[src/sv/c3lb_pkg.sv]
package c3lb_pkg;

    // frame geometry and number format
    localparam int IMAGE_COLS    = 26;
    localparam int IMAGE_ROWS    = 26;
    localparam int FRACTION_BITS = 16;

    localparam int DATA_W     = 32;
    localparam int COEF_IDX_W = 4;
    localparam int NUM_TAPS   = 9;
    localparam int NUM_GROUPS = 3;
    localparam int COL_W      = $clog2(IMAGE_COLS);
    localparam int ROW_W      = $clog2(IMAGE_ROWS);
    localparam int LINE_W     = 2 * DATA_W;
    localparam int S_TDATA_W  = ((DATA_W + COEF_IDX_W + 7) / 8) * 8;

    // item kinds carried in tuser
    localparam logic MODE_PIXEL = 1'b0;
    localparam logic MODE_COEF  = 1'b1;

    typedef logic [DATA_W-1:0] word_t;
    typedef logic [NUM_TAPS-1:0][DATA_W-1:0] tap_vec_t;
    typedef logic [NUM_GROUPS-1:0][DATA_W-1:0] group_vec_t;

    // one accepted item on its way into the window stage
    typedef struct packed {
        logic                  is_pix;
        logic                  produce;
        logic                  last;
        logic [DATA_W-1:0]     value;
        logic [COEF_IDX_W-1:0] coef_index;
        logic [COL_W-1:0]      col;
    } c3lb_item_t;

    // signed product, floor shift by the fraction bits, low word kept
    function automatic word_t fixed_mul(input word_t a, input word_t b);
        logic signed [2*DATA_W-1:0] p;
        p = $signed(a) * $signed(b);
        return p[FRACTION_BITS +: DATA_W];
    endfunction

endpackage

[src/sv/c3lb_adder.sv]
module c3lb_adder
    import c3lb_pkg::*;
(
    input  logic     aclk,
    input  logic     aresetn,
    input  logic     relu_en,
    input  logic     prod_valid,
    output logic     prod_ready,
    input  tap_vec_t prod_data,
    input  logic     prod_last,
    output logic     out_valid,
    input  logic     out_ready,
    output word_t    out_data,
    output logic     out_last
);

    group_vec_t psum_reg;
    logic       psum_valid_reg;
    logic       psum_last_reg;
    logic       psum_ready;
    logic       psum_adv;
    word_t      sum_next;
    word_t      out_data_reg;
    logic       out_valid_reg;
    logic       out_last_reg;

    assign psum_ready = !out_valid_reg || out_ready;
    assign psum_adv   = psum_valid_reg && psum_ready;
    assign prod_ready = !psum_valid_reg || psum_ready;

    // partial sums, one per kernel row, with wrap
    always_ff @(posedge aclk) begin
        if (!aresetn) begin
            psum_valid_reg <= 1'b0;
        end else if (prod_ready) begin
            psum_valid_reg <= prod_valid;
        end
        if (prod_ready && prod_valid) begin
            for (int g = 0; g < NUM_GROUPS; g++) begin
                psum_reg[g] <= prod_data[g*3] + prod_data[g*3 + 1] + prod_data[g*3 + 2];
            end
            psum_last_reg <= prod_last;
        end
    end

    // final sum and optional relu
    always_comb begin
        sum_next = psum_reg[0] + psum_reg[1] + psum_reg[2];
        if (relu_en && sum_next[DATA_W-1]) begin
            sum_next = '0;
        end
    end

    // output register, holds a result while the sink stalls
    always_ff @(posedge aclk) begin
        if (!aresetn) begin
            out_valid_reg <= 1'b0;
        end else if (psum_ready) begin
            out_valid_reg <= psum_valid_reg;
        end
        if (psum_adv) begin
            out_data_reg <= sum_next;
            out_last_reg <= psum_last_reg;
        end
    end

    assign out_valid = out_valid_reg;
    assign out_data  = out_data_reg;
    assign out_last  = out_last_reg;

endmodule

[config.mk]
export PLATFORM = sky130hd
export DESIGN_NAME = c3lb_adder
export DESIGN_NICKNAME = d
export VERILOG_FILES = /design/src/sv/c3lb_pkg.sv /design/src/sv/c3lb_adder.sv
export SDC_FILE = /design/constraint.sdc
export NUM_CORES = 1
export LEC_CHECK = 0
export BUFFER_PORTS_ARGS = -buffer_cell sky130_fd_sc_hd__buf_2
export CORE_MARGIN = 3
export CORE_UTILIZATION = 25
export CTS_CLUSTER_SIZE = 14
export DETAILED_ROUTE_END_ITERATION = 7
export MAX_ROUTING_LAYER = met4
export PLACE_DENSITY = 0.51
export SYNTH_ARGS = -nofsm -noshare
export SYNTH_HDL_FRONTEND = slang
export SYNTH_SLANG_ARGS = --single-unit
[constraint.sdc]
create_clock -name aclk -period 9.5 [get_ports aclk]
set_input_delay 2.375 -clock aclk [delete_from_list [all_inputs] [get_ports aclk]]
set_output_delay 2.375 -clock aclk [all_outputs]
set_load 0.05 [all_outputs]
* Word level (Yosys, flattened, before mapping)
Index checks and enable logic that the tools add are counted.
Operators by class: reduce and logical (&&, ||, !) cells 7, $add $sub $neg 8
Operators with widths (number):
- $add A32 B32 Y32 | 8
- $logic_and A1 B1 Y1 | 3
- $logic_not A1 Y1 | 2
- $logic_or A1 B1 Y1 | 2
Storage, ports and cells: bits in registers 132, input bits 294, logic and storage cells 23

* Depth between registers and ports, before layout
Gate-level depths: netlist (run 1).
depth in word-level cells 4, mapped depth 15, depth with buffers taken out 14

* Worst setup path before layout (run 1)
No wires, ideal clock.
path kind input to register, start point in out_ready, end point reg psum_last_reg (enable), data arrival time 5132 ps, stages 3, path slack 3902 ps, setup time 466 ps, path through nor2b_1 -> nand2_1 -> and2_1
On the way: word-level cells in the longest chain between the ends 3
RTL lines:
- start: declaration | RTL line c3lb_adder.sv:12 | input logic out_ready,
- $logic_or A1 B1 Y1 | RTL line c3lb_adder.sv:27 | assign psum_ready = !out_valid_reg || out_ready;
- $logic_or A1 B1 Y1 | RTL line c3lb_adder.sv:29 | assign prod_ready = !psum_valid_reg || psum_ready;
- named net prod_ready | RTL line c3lb_adder.sv:8 | output logic prod_ready,
- $logic_and A1 B1 Y1 | RTL line c3lb_adder.sv:38 | if (prod_ready && prod_valid) begin
- end signal: assignment | RTL line c3lb_adder.sv:42 | psum_last_reg <= prod_last;
- end: declaration | RTL line c3lb_adder.sv:19 | logic psum_last_reg;
The timed path passes the listed nets, and every way through them passes these cells. A chain may end at the register's enable or synchronous reset.

* Worst setup path in the final report (run 1)
start point in prod_data[193] in the netlist's numbering, end point reg psum_reg[95] in the netlist's numbering, data pin
On the way: word-level cells in the longest chain between the ends 2
RTL lines:
- start: declaration | RTL line c3lb_adder.sv:9 | input tap_vec_t prod_data,
- $add A32 B32 Y32 (2 in series) | RTL line c3lb_adder.sv:40 | psum_reg[g] <= prod_data[g*3] + prod_data[g*3 + 1] + prod_data[g*3 + 2];
- end signal: indexed assignment | RTL line c3lb_adder.sv:40
- end: declaration | RTL line c3lb_adder.sv:17 | group_vec_t psum_reg;
No other way between the ends.

==> results of run 1 <==
[layout make-up]
cell class | count | area [um^2]
fillers | 5140 | 33700
multi-input cells | 938 | 8530
flip-flops and latches | 132 | 3940
repair buffers | 329 | 1650
well taps | 664 | 831
clock buffers | 17 | 425
clock inverters | 15 | 228
inverters | 39 | 146
diodes | 2 | 5.00
[worst paths after layout]
kind / from / end / slack [ns] / cells past startpoint
hold reg to reg: psum_last_reg / out_last / 0.43 / 0
setup reg to reg: psum_reg[1] / out_data[19] / 4.78 / 12
setup / recovery: prod_data[193] / psum_reg[95] / 3.79 / 13
hold / removal: psum_last_reg / out_last / 0.43 / 0
[routing by layer]
metal  GRT usage [%]  vias up  share of wire [%]
li1                -     4815                  -
met1            18.7     4684                 47
met2            22.4      216                 48
met3            1.60       29                3.6
met4            3.49        0                1.1
met5               -        -                  0
[cells in the mapped netlist, drive strengths merged (6+ instances only)]
cell    number  area (um^2)
inv         39          146
o21ai       55          283
ha         120         1500
o21a        17          128
and3        13         86.3
xnor2       85          744
a211oi      14          110
nand3       31          155
nand2b      12         75.1
nor2        64          240
nor2b       19          119
clkbuf       8         30.0
a21o        63          473
nand2       49          184
xor2        34          298
o21bai      25          188
edfxtp     130         3900
a21oi      104          524
fa         128         2560
a31oi       11         75.1
o211ai       6         50.1
nand4        6         37.5
nor3        12         60.1
[critical path: cells and delay by family]
family	cells	cell delay, ns
compound gates	6	1.64
xor+xnor	1	0.08
fa+ha+maj	3	1.20
buf+inv	1	0.11
simple gates	2	0.47
[stage by stage]
| stage | power (uW) | hold slack (ns) | instance area (um^2) |
|---|---|---|---|
| floorplan | 3280 | 0.400 | 12700 |
| global placement | 4100 | 0.420 | 15100 |
| detailed placement | 4110 | 0.422 | 15100 |
| CTS | 4880 | 0.438 | 15800 |
| global route | 5250 | 0.446 | 15800 |
| finish | 4800 | 0.432 | 15800 |
[logic make-up after synthesis]
| family | count (synthesis) | share of synthesized area, % |
|---|---|---|
| AOI/OAI and AO/OA | 338 | 17.9 |
| adders and majority gates | 248 | 32.1 |
| and+or+nand+nor | 231 | 8.95 |
| DFF | 132 | 31.2 |
| xor gates and xnor gates | 119 | 8.24 |
| buffers and inverters | 50 | 1.51 |
| muxes | 2 | 0.158 |
[where the power goes]
| part | switching [uW] | internal (uW) |
|---|---|---|
| Combinational | 1780 | 1160 |
| Sequential | 111 | 1000 |
| Clock | 279 | 468 |
==> flow_metrics.py, run 1 <==
metrics = {
    "route": {
        "detail_route.vias_per_cell": 4.56,
        "drtPass1Iterations": 5,
        "routed_length_per_placed_instance_um": 16.8,
        "drt_iter0_markers": 373,
        "via_count": 9744,
        "drc_errors": 0,
        "drt-total-wl_um": 35900,
        "antenna_left": 0,
    },
    "timing": {
        "fmax_ghz": 0.175,
        "timing_worst_slew_pin_value_ns": 1.06,
        "timing.slew.headroom_pct": 29.1,
        "count_of_final_setup_violators": 0,
        "finalSetupTns_ns": 0,
        "worst_slack_ns": 3.79,
        "timing.final.hold_violations": 0,
        "final.period_utilization_pct": 60.1,
        "grt_setup_unrepaired": "false",
        "worst_clock_skew_ns": 0.0119,
        "timing_max_transition_violations_final": 0,
        "finalWorstPathRequiredPeriod_ns": 5.71,
    },
    "pwr": {
        "cellLeakagePower_uw": 0.00676,
        "power-per-cell-area_nw_per_um2": 304,
        "vdd_ir_drop_max_v": 0.000137,
    },
    "critical_path": {
        "timing.critical_path.slowest_stage_cell": "sky130_fd_sc_hd__fa_1",
        "critical-path-max-stage-delay_ns": 0.49,
        "crit_path_start_kind": "primary input",
        "end_kind": "register",
        "timing_worst_setup_path_type": "primary input to register",
        "timing.critical_path.cells": "buf_2, fa_1, ha_1, fa_1, a211oi_1, nor4_1, or2_2, a211oi_2, o31ai_1, a211oi_1, o21ai_0, a21oi_1, xnor2_1",
        "worst-endpoint-arrival_ns": 5.89,
        "timing.critical_path.fanout_max": 3,
        "required_ns": 9.68,
    },
    "clock_tree": {
        "postCtsResizedCells": 0,
        "clock_buffers_created_by_tritoncts": 17,
        "cts-htree-levels": 4,
        "post-cts-setup-buffers": 0,
        "cts.sink_count": 132,
        "clk-insertion-delay-late_ns": 0.43,
        "clk_root_buffer_cell": "sky130_fd_sc_hd__clkbuf_16",
        "cts_tree": "built",
        "clockBufferDepth": 2,
        "clk_pin_slew_worst_paths_ns": 0.06,
        "hold_buffers": 0,
    },
    "final_layout": {
        "layout.core_utilization_pct": 31.9,
        "syn_to_final_growth_pct": 24.5,
        "post_route_cells_drive_above_1_share_pct": 25.9,
        "largest_reg_flops": 96,
        "finalNonFillerCells": 2136,
        "fin_nets": 1999,
        "layout.cells.most_common": "sky130_fd_sc_hd__buf_2",
        "final_cell_mix": "sky130_fd_sc_hd__buf_2 (328), sky130_fd_sc_hd__edfxtp_1 (130), sky130_fd_sc_hd__fa_1 (128), sky130_fd_sc_hd__ha_1 (120), sky130_fd_sc_hd__a21oi_1 (103)",
    },
    "die": {
        "die_area_um2": 53300,
        "start_util_pct": 25.6,
        "core_um2": 49500,
        "floorplan.die.width_um": 231,
        "io_pins": 329,
        "num_rows": 81,
        "die_h_um": 231,
    },
    "global_routing": {
        "grt.overflow.total": 0,
        "grt_util_all_layers_pct": 13.9,
        "global_route_wire_length_before_repair_um": 55600,
        "antenna_found_initial": 3,
        "vias_in_the_first_global_route": 10300,
        "grt_start_max_net_pins": 78,
    },
    "placed_design": {
        "placed_cells_incl_taps": 2102,
        "io_buffer_count": 328,
        "globalplace.congestion": 0.922,
        "preCtsSetupSlack_ns": 3.24,
        "hpwl_um": 31200,
    },
    "hold_path": {
        "holdCritPathClass": "register to register",
    },
    "logic_synthesis": {
        "synth.avg_cell_area_um2": 11.3,
        "post_synthesis_cell_area_um2": 12700,
        "yosysSeqAreaShare_pct": 31.2,
        "ys_warn_count": 0,
        "synth_cell_type_count": 66,
        "synth_edf_count": 130,
        "synth_flop_cell": "sky130_fd_sc_hd__edfxtp_1",
        "ys_ff_latch": 132,
        "synthCells": 1120,
        "synthesis.nets": 1662,
        "async_flop_share_pct": 0,
    },
    "status": {
        "status": "complete, no violations",
    },
    "job": {
        "max_cap_viol_count": 0,
    },
}
Note: power is estimated with default switching activity, not from simulation.
==> run 2, diff against run 1 <==
--- a/config.mk
+++ b/config.mk
@@ -5,13 +5,14 @@
 export SDC_FILE = /design/constraint.sdc
 export NUM_CORES = 1
 export LEC_CHECK = 0
+export ABC_AREA = 1
 export BUFFER_PORTS_ARGS = -buffer_cell sky130_fd_sc_hd__buf_2
 export CORE_MARGIN = 3
 export CORE_UTILIZATION = 25
 export CTS_CLUSTER_SIZE = 14
 export DETAILED_ROUTE_END_ITERATION = 7
 export MAX_ROUTING_LAYER = met4
-export PLACE_DENSITY = 0.51
+export PLACE_DENSITY = 0.52
 export SYNTH_ARGS = -nofsm -noshare
 export SYNTH_HDL_FRONTEND = slang
 export SYNTH_SLANG_ARGS = --single-unit
==> constraint.sdc (replaced) <==
create_clock -name aclk -period 4.6 [get_ports aclk]
set_input_delay 1.15 -clock aclk [delete_from_list [all_inputs] [get_ports aclk]]
set_output_delay 1.15 -clock aclk [all_outputs]
set_load 0.05 [all_outputs]
==> run 2 against run 1 <==
  * Clock-buffer cell count is the same
  * Routed wire length grew 35%
  * Worst hold slack lost 0.0071 ns
  * Total power grew 120%
  * First-iteration DRC count grew 100%
  * Global-route usage grew 2.7 points
  * Via count grew 34%
  * Cell area grew 12%
  * Critical endpoint is now psum_reg[29]
==> flow_metrics.py, run 2 <==
metrics = {
    "placed_design": {
        "hpwl_um": 43300,
        "placed_cells_incl_taps": 2838,
        "io_buffer_count": 328,
        "globalplace.congestion": 0.927,
    },
    "final_layout": {
        "multi_input_comb_area_um2": 9810,
        "final_cell_mix": "sky130_fd_sc_hd__nand2_1 (470), sky130_fd_sc_hd__buf_2 (328), sky130_fd_sc_hd__inv_1 (181), sky130_fd_sc_hd__nor2_1 (160), sky130_fd_sc_hd__a21oi_1 (134)",
        "syn_to_final_growth_pct": 21.8,
        "post_route_cells_drive_above_1_share_pct": 18.9,
        "finalNonFillerCells": 2870,
        "num_antenna_cells": 0,
        "fin_nets": 2643,
        "final-seq-area_um2": 3940,
        "largest_reg_flops": 96,
        "fill_cells": 6162,
        "layout.cells.most_common": "sky130_fd_sc_hd__nand2_1",
    },
    "critical_path": {
        "timing.critical_path.fanout_max": 4,
        "worst_path_most_repeated_cell": "sky130_fd_sc_hd__nand2_1",
        "end_kind": "register",
        "crit_path_start_kind": "primary input",
        "required_ns": 4.76,
        "critical-path-max-stage-delay_ns": 0.53,
        "timing.critical_path.cells": "buf_2, fa_1, ha_1, fa_1, inv_1, o31ai_2, nand2_1, nand2_1, nand2_1, nand2_1, nand2_1, nand3_1, nand2_1",
        "worst-endpoint-arrival_ns": 3.64,
        "timing.critical_path.slowest_stage_cell": "sky130_fd_sc_hd__fa_1",
        "timing_worst_setup_path_type": "primary input to register",
    },
    "clock_tree": {
        "clock_buffers_created_by_tritoncts": 17,
        "hold_buffers": 0,
        "postCtsResizedCells": 0,
        "clk-insertion-delay-late_ns": 0.44,
        "clockBufferDepth": 2,
        "cts-htree-levels": 4,
        "clk_pin_slew_worst_paths_ns": 0.07,
        "clk_root_buffer_cell": "sky130_fd_sc_hd__clkbuf_16",
        "cts.sink_count": 132,
        "post-cts-setup-buffers": 0,
        "cts_tree": "built",
    },
    "logic_synthesis": {
        "synth_top_area_cell": "sky130_fd_sc_hd__edfxtp_1",
        "synth_most_common_cell": "sky130_fd_sc_hd__nand2_1",
        "async_flop_share_pct": 0,
        "yosysSeqAreaShare_pct": 27.2,
        "synth.top_cell.area_share_pct": 26.9,
        "synth_edf_count": 130,
        "synthesis.nets": 2298,
        "netlist_top_cells_area": "sky130_fd_sc_hd__edfxtp_1 (27%), sky130_fd_sc_hd__fa_1 (18%), sky130_fd_sc_hd__nand2_1 (12%)",
        "ys_ff_latch": 132,
        "ys_warn_count": 0,
        "synth.avg_cell_area_um2": 8.26,
        "synth_flop_cell": "sky130_fd_sc_hd__edfxtp_1",
        "synthCells": 1756,
        "synth_top_cells_by_count": "sky130_fd_sc_hd__nand2_1 (470), sky130_fd_sc_hd__inv_1 (182), sky130_fd_sc_hd__nor2_1 (160)",
        "synth_cell_type_count": 39,
        "post_synthesis_cell_area_um2": 14500,
    },
    "global_routing": {
        "grt.overflow.total": 0,
        "vias_in_the_first_global_route": 13400,
        "grt_util_all_layers_pct": 16.5,
        "global_route_wire_length_before_repair_um": 75500,
        "globalRoute.busiestLayer": "met2",
        "grt_start_max_net_pins": 65,
        "grtUsageMet1_pct": 22.4,
        "met3_usage_pct": 1.52,
        "antenna_found_initial": 0,
        "global_route.usage.met2_pct": 27.0,
    },
    "status": {
        "status": "complete, no violations",
    },
    "die": {
        "core_um2": 56900,
        "num_rows": 87,
        "floorplan.die.width_um": 247,
        "die_h_um": 247,
        "die_area_um2": 60900,
        "start_util_pct": 25.5,
        "io_pins": 329,
    },
    "route": {
        "via_count": 13100,
        "drc_errors": 0,
        "drt-total-wl_um": 48600,
        "routed_length_per_placed_instance_um": 16.9,
        "antenna_left": 0,
        "detail_route.vias_per_cell": 4.56,
        "drt_iter0_markers": 746,
        "drtPass1Iterations": 6,
    },
    "job": {
        "max_cap_viol_count": 0,
    },
    "timing": {
        "timing.final.hold_violations": 0,
        "timing_worst_slew_pin_value_ns": 1.06,
        "worst_clock_skew_ns": 0.0124,
        "fmax_ghz": 0.288,
        "finalWorstPathRequiredPeriod_ns": 3.48,
        "grt_setup_unrepaired": "false",
        "timing.slew.headroom_pct": 28.9,
        "count_of_final_setup_violators": 0,
        "timing_max_transition_violations_final": 0,
        "final.period_utilization_pct": 75.6,
        "finalSetupTns_ns": 0,
    },
    "pwr": {
        "power-per-cell-area_nw_per_um2": 608,
        "cellLeakagePower_uw": 0.00827,
        "vdd_ir_drop_max_v": 0.000363,
    },
    "hold_path": {
        "holdCritPathClass": "register to register",
    },
}
-- run 2: changes by cell type in the layout (fill, tap and decap cells not counted), sizes merged, moves of 19 or more --
cell and delta:
nand4 +21, xnor2 -61, inv +158, nor2b -19
o21ai +23, a21o -52, nand3 +61, nand2 +442
xor2 +29, nor2 +97, a21oi +34, nor3 +28
-- run 2: area by class of cell --
type                    instances  share of cell area (%)
well taps                     756                    5.36
clock buffers                  17                    2.41
repair buffers                329                    9.41
clock inverters                15                   0.858
flip-flops and latches        132                    22.3
inverters                     189                    4.03
multi-input cells            1432                    55.6
-- run 2: cells by family after synthesis --
kind of cell	share of synthesized area (%)
AND/OR/NAND/NOR	24.1
buffers and inverters	5.19
adder cells (fa/ha/maj)	28.0
AO/OA/AOI/OAI	10.2
flip-flops	27.2
XOR/XNOR	5.26
-- run 2: path summary, 6_finish.rpt --
check	end	cells after the start	slack, ns	startpoint
worst min-delay path	out_last	0	0.43	psum_last_reg
worst max-delay path	psum_reg[29]	13	1.12	prod_data[1]
worst min register to register	out_last	0	0.43	psum_last_reg
worst max register to register	out_data[8]	15	1.37	psum_reg[33]
-- run 2: stage by stage --
| stage | instance area (um^2) | setup WS, ns | hold WS, ns | util [%] | power, uW |
|---|---|---|---|---|---|
| after global placement | 17100 | 0.625 | 0.403 | 30.0 | 9440 |
| after CTS | 17700 | 1.12 | 0.424 | 31.0 | 10900 |
| after detailed placement | 17100 | 0.655 | 0.408 | 30.0 | 9450 |
| final | 17700 | 1.12 | 0.425 | 31.0 | 10700 |
| after floorplan | 14500 | 0.514 | 0.400 | - | 7300 |
| after global routing | 17700 | 0.866 | 0.454 | 31.0 | 11800 |
-- run 2: power by group --
part           internal [uW]  switching (uW)  leakage [uW]
clock network            726             628      0.000287
registers               1990             232       0.00128
logic                   2350            4810       0.00670
-- run 2: routing by layer --
metal  up-vias  wire [um]
li1       6562          -
met1      6203      22700
met2       296      23300
met3        38       1870
met4         0        758
met5         -          0
-- run 2: critical path, delay by kind of cell --
kind	cells	cell delay [ns]
AND/OR/NAND/NOR	7	0.82
adder cells (fa/ha/maj)	3	1.09
buffers and inverters	2	0.22
AO/OA/AOI/OAI	1	0.37
==> run 3, diff against run 2 <==
==> constraint.sdc (replaced) <==
create_clock -name aclk -period 2.9 [get_ports aclk]
set_input_delay 0.725 -clock aclk [delete_from_list [all_inputs] [get_ports aclk]]
set_output_delay 0.725 -clock aclk [all_outputs]
set_load 0.05 [all_outputs]
==> run 3 against run 2 <==
  * Via count up 5.7%
  * Sequential power rose by 58%
  * Clock power is 51% higher
  * Highest routed layer unchanged
  * Setup slack got worse by 1.1 ns
  * Register-to-register slack got worse by 1.3 ns
  * Largest power group unchanged
  * Critical path depth up 3
  * Final cell count increased by 7.9%
==> flow_metrics.py, run 3 (same netlist as run 2, synthesis figures left out) <==
metrics = {
    "placed_design": {
        "hpwl_um": 43200,
        "io_buffer_count": 328,
        "placed_cells_incl_taps": 3064,
        "globalplace.congestion": 0.921,
        "placement.cell_area_um2": 18800,
    },
    "clock_tree": {
        "clk-insertion-delay-late_ns": 0.42,
        "clockBufferDepth": 2,
        "clk_pin_slew_worst_paths_ns": 0.06,
        "cts.sink_count": 132,
        "clk_root_buffer_cell": "sky130_fd_sc_hd__clkbuf_16",
        "cts_tree": "built",
        "clock_buffers_created_by_tritoncts": 17,
        "cts-htree-levels": 4,
        "hold_buffers": 0,
    },
    "critical_path": {
        "worst_path_most_repeated_cell": "sky130_fd_sc_hd__nand2_1",
        "worst-endpoint-arrival_ns": 3.05,
        "timing.critical_path.slowest_stage_cell": "sky130_fd_sc_hd__edfxtp_1",
        "crit_path_start_kind": "register",
        "end_kind": "register",
        "ff2ff_setup_slack_ns": 0.03,
        "required_ns": 3.08,
        "cpLargestDelayFamily": "adder cells",
        "r2r_end": "out_data[19]",
        "cell_count_of_the_worst_reg_to_reg_path": 16,
        "timing.critical_path.cells": "fa_1, ha_2, fa_2, nand2_1, nand2_1, nand3b_1, nand2_2, buf_4, nand2_1, nand3_2, nand2_2, nand2_1, nand2_1, nand2_1, nand2_1, inv_1",
        "r2r_start": "psum_reg[33]",
        "timing.critical_path.fanout_max": 3,
        "cp_num_buf_inv": 2,
        "timing_worst_setup_path_type": "register to register",
        "critical-path-max-stage-delay_ns": 0.50,
    },
    "die": {
        "io_pins": 329,
        "start_util_pct": 25.5,
        "die_area_um2": 60900,
        "core_um2": 56900,
        "num_rows": 87,
        "die_h_um": 247,
        "floorplan.die.width_um": 247,
    },
    "final_layout": {
        "layout.cells.most_common": "sky130_fd_sc_hd__nand2_1",
        "finalNonFillerCells": 3097,
        "fin_nets": 2870,
        "post_route_cells_drive_above_1_share_pct": 27.5,
        "syn_to_final_growth_pct": 34.2,
        "final_cell_mix": "sky130_fd_sc_hd__nand2_1 (465), sky130_fd_sc_hd__buf_2 (328), sky130_fd_sc_hd__buf_4 (223), sky130_fd_sc_hd__inv_1 (180), sky130_fd_sc_hd__nor2_1 (159)",
        "largest_reg_flops": 96,
        "stdcell_area_um2": 19500,
        "num_antenna_cells": 0,
    },
    "job": {
        "max_cap_viol_count": 0,
    },
    "pwr": {
        "power-per-cell-area_nw_per_um2": 941,
        "cellLeakagePower_uw": 0.00936,
        "vdd_ir_drop_max_v": 0.000557,
        "fin_total_pwr_uw": 18300,
    },
    "hold_path": {
        "hold_startpoint": "psum_last_reg",
        "holdCritPathClass": "register to register",
        "hold-path-cell-count": 0,
        "worstHoldEndpoint": "out_last",
    },
    "route": {
        "via_count": 13800,
        "drt_iter0_markers": 809,
        "antenna_left": 0,
        "routed_length_per_placed_instance_um": 15.5,
        "drtPass1Iterations": 6,
        "detail_route.vias_per_cell": 4.47,
        "drt-total-wl_um": 48100,
        "drc_errors": 0,
    },
    "timing": {
        "timing_worst_slew_pin_value_ns": 0.538,
        "worst_clock_skew_ns": 0.0120,
        "hold_ws_ns": 0.423,
        "fmax_ghz": 0.349,
        "timing_max_transition_violations_final": 0,
        "final.period_utilization_pct": 98.9,
        "finalSetupTns_ns": 0,
        "timing.slew.headroom_pct": 64.0,
        "count_of_final_setup_violators": 0,
        "finalWorstPathRequiredPeriod_ns": 2.87,
        "timing.final.hold_violations": 0,
        "grt_setup_unrepaired": "true",
    },
    "global_routing": {
        "antenna_found_initial": 0,
        "vias_in_the_first_global_route": 14000,
        "grt.overflow.total": 0,
        "global_route_wire_length_before_repair_um": 75000,
        "grt_util_all_layers_pct": 16.2,
        "grt_start_max_net_pins": 34,
    },
    "status": {
        "status": "complete, no violations",
    },
}
==> run 3: cell types whose count changed in the layout (fill, tap and decap cells not counted), sizes merged <==
cell / before / now
buf: 329 / 556
bufinv: 0 / 1
clkinv: 4 / 5
clkinvlp: 0 / 6
inv: 200 / 192
==> run 3: final cells by class <==
type                            instances  area, um^2
Clock inverter                         15         130
Tap cell                              756         946
Multi-Input combinational cell       1432        9880
Timing Repair Buffer                  556        3410
Inverter                              189         718
Sequential cell                       132        3950
Clock buffer                           17         425
Fill cell                            6059       37500
==> run 3: power breakdown <==
group	leakage [uW]	switching (uW)	internal (uW)
Sequential	0.00128	353	3150
Clock	0.000260	861	1180
Combinational	0.00782	7930	4820
Total	0.00936	9150	9160
==> run 3: metrics by stage <==
stage	util, %	worst slack (ns)
after floorplan	-	0.00530
after global placement	33.1	-0.277
after detailed placement	33.1	-0.265
after CTS	34.1	0.0233
after global routing	34.2	-0.113
final	34.2	0.0311
==> run 3: layer usage <==
metal | global-route usage, % | part of all wire, % | up-vias
met5 | - | 0 | -
met2 | 27.0 | 48 | 320
li1 | - | - | 7019
met4 | 2.95 | 1.5 | 0
met3 | 1.50 | 3.5 | 32
met1 | 21.8 | 47 | 6470
==> run 3: repair_timing <==
| action | 4_1_cts | 5_1_grt |
|---|---|---|
| endpoints found under the setup margin | 31 | 33 |
| pin swaps | 1 | 1 |
| endpoints found under the hold margin | 0 | 0 |
| buffers inserted | 0 | 1 |
| gates resized for setup | 4 | 13 |
==> run 3: worst max-delay path by stage <==
stage | cells past startpoint | end | startpoint | slack [ns]
2_1_floorplan | 4 | psum_last_reg | out_ready | 0.005
3_3_place_gp | 11 | psum_reg[27] | prod_data[1] | -0.28
3_5_place_dp | 10 | psum_reg[27] | prod_data[6] | -0.27
4_1_cts | 12 | out_data[3] | psum_reg[28] | 0.02
5_1_grt | 16 | out_data[19] | psum_reg[33] | -0.11
6_report | 16 | out_data[19] | psum_reg[33] | 0.03
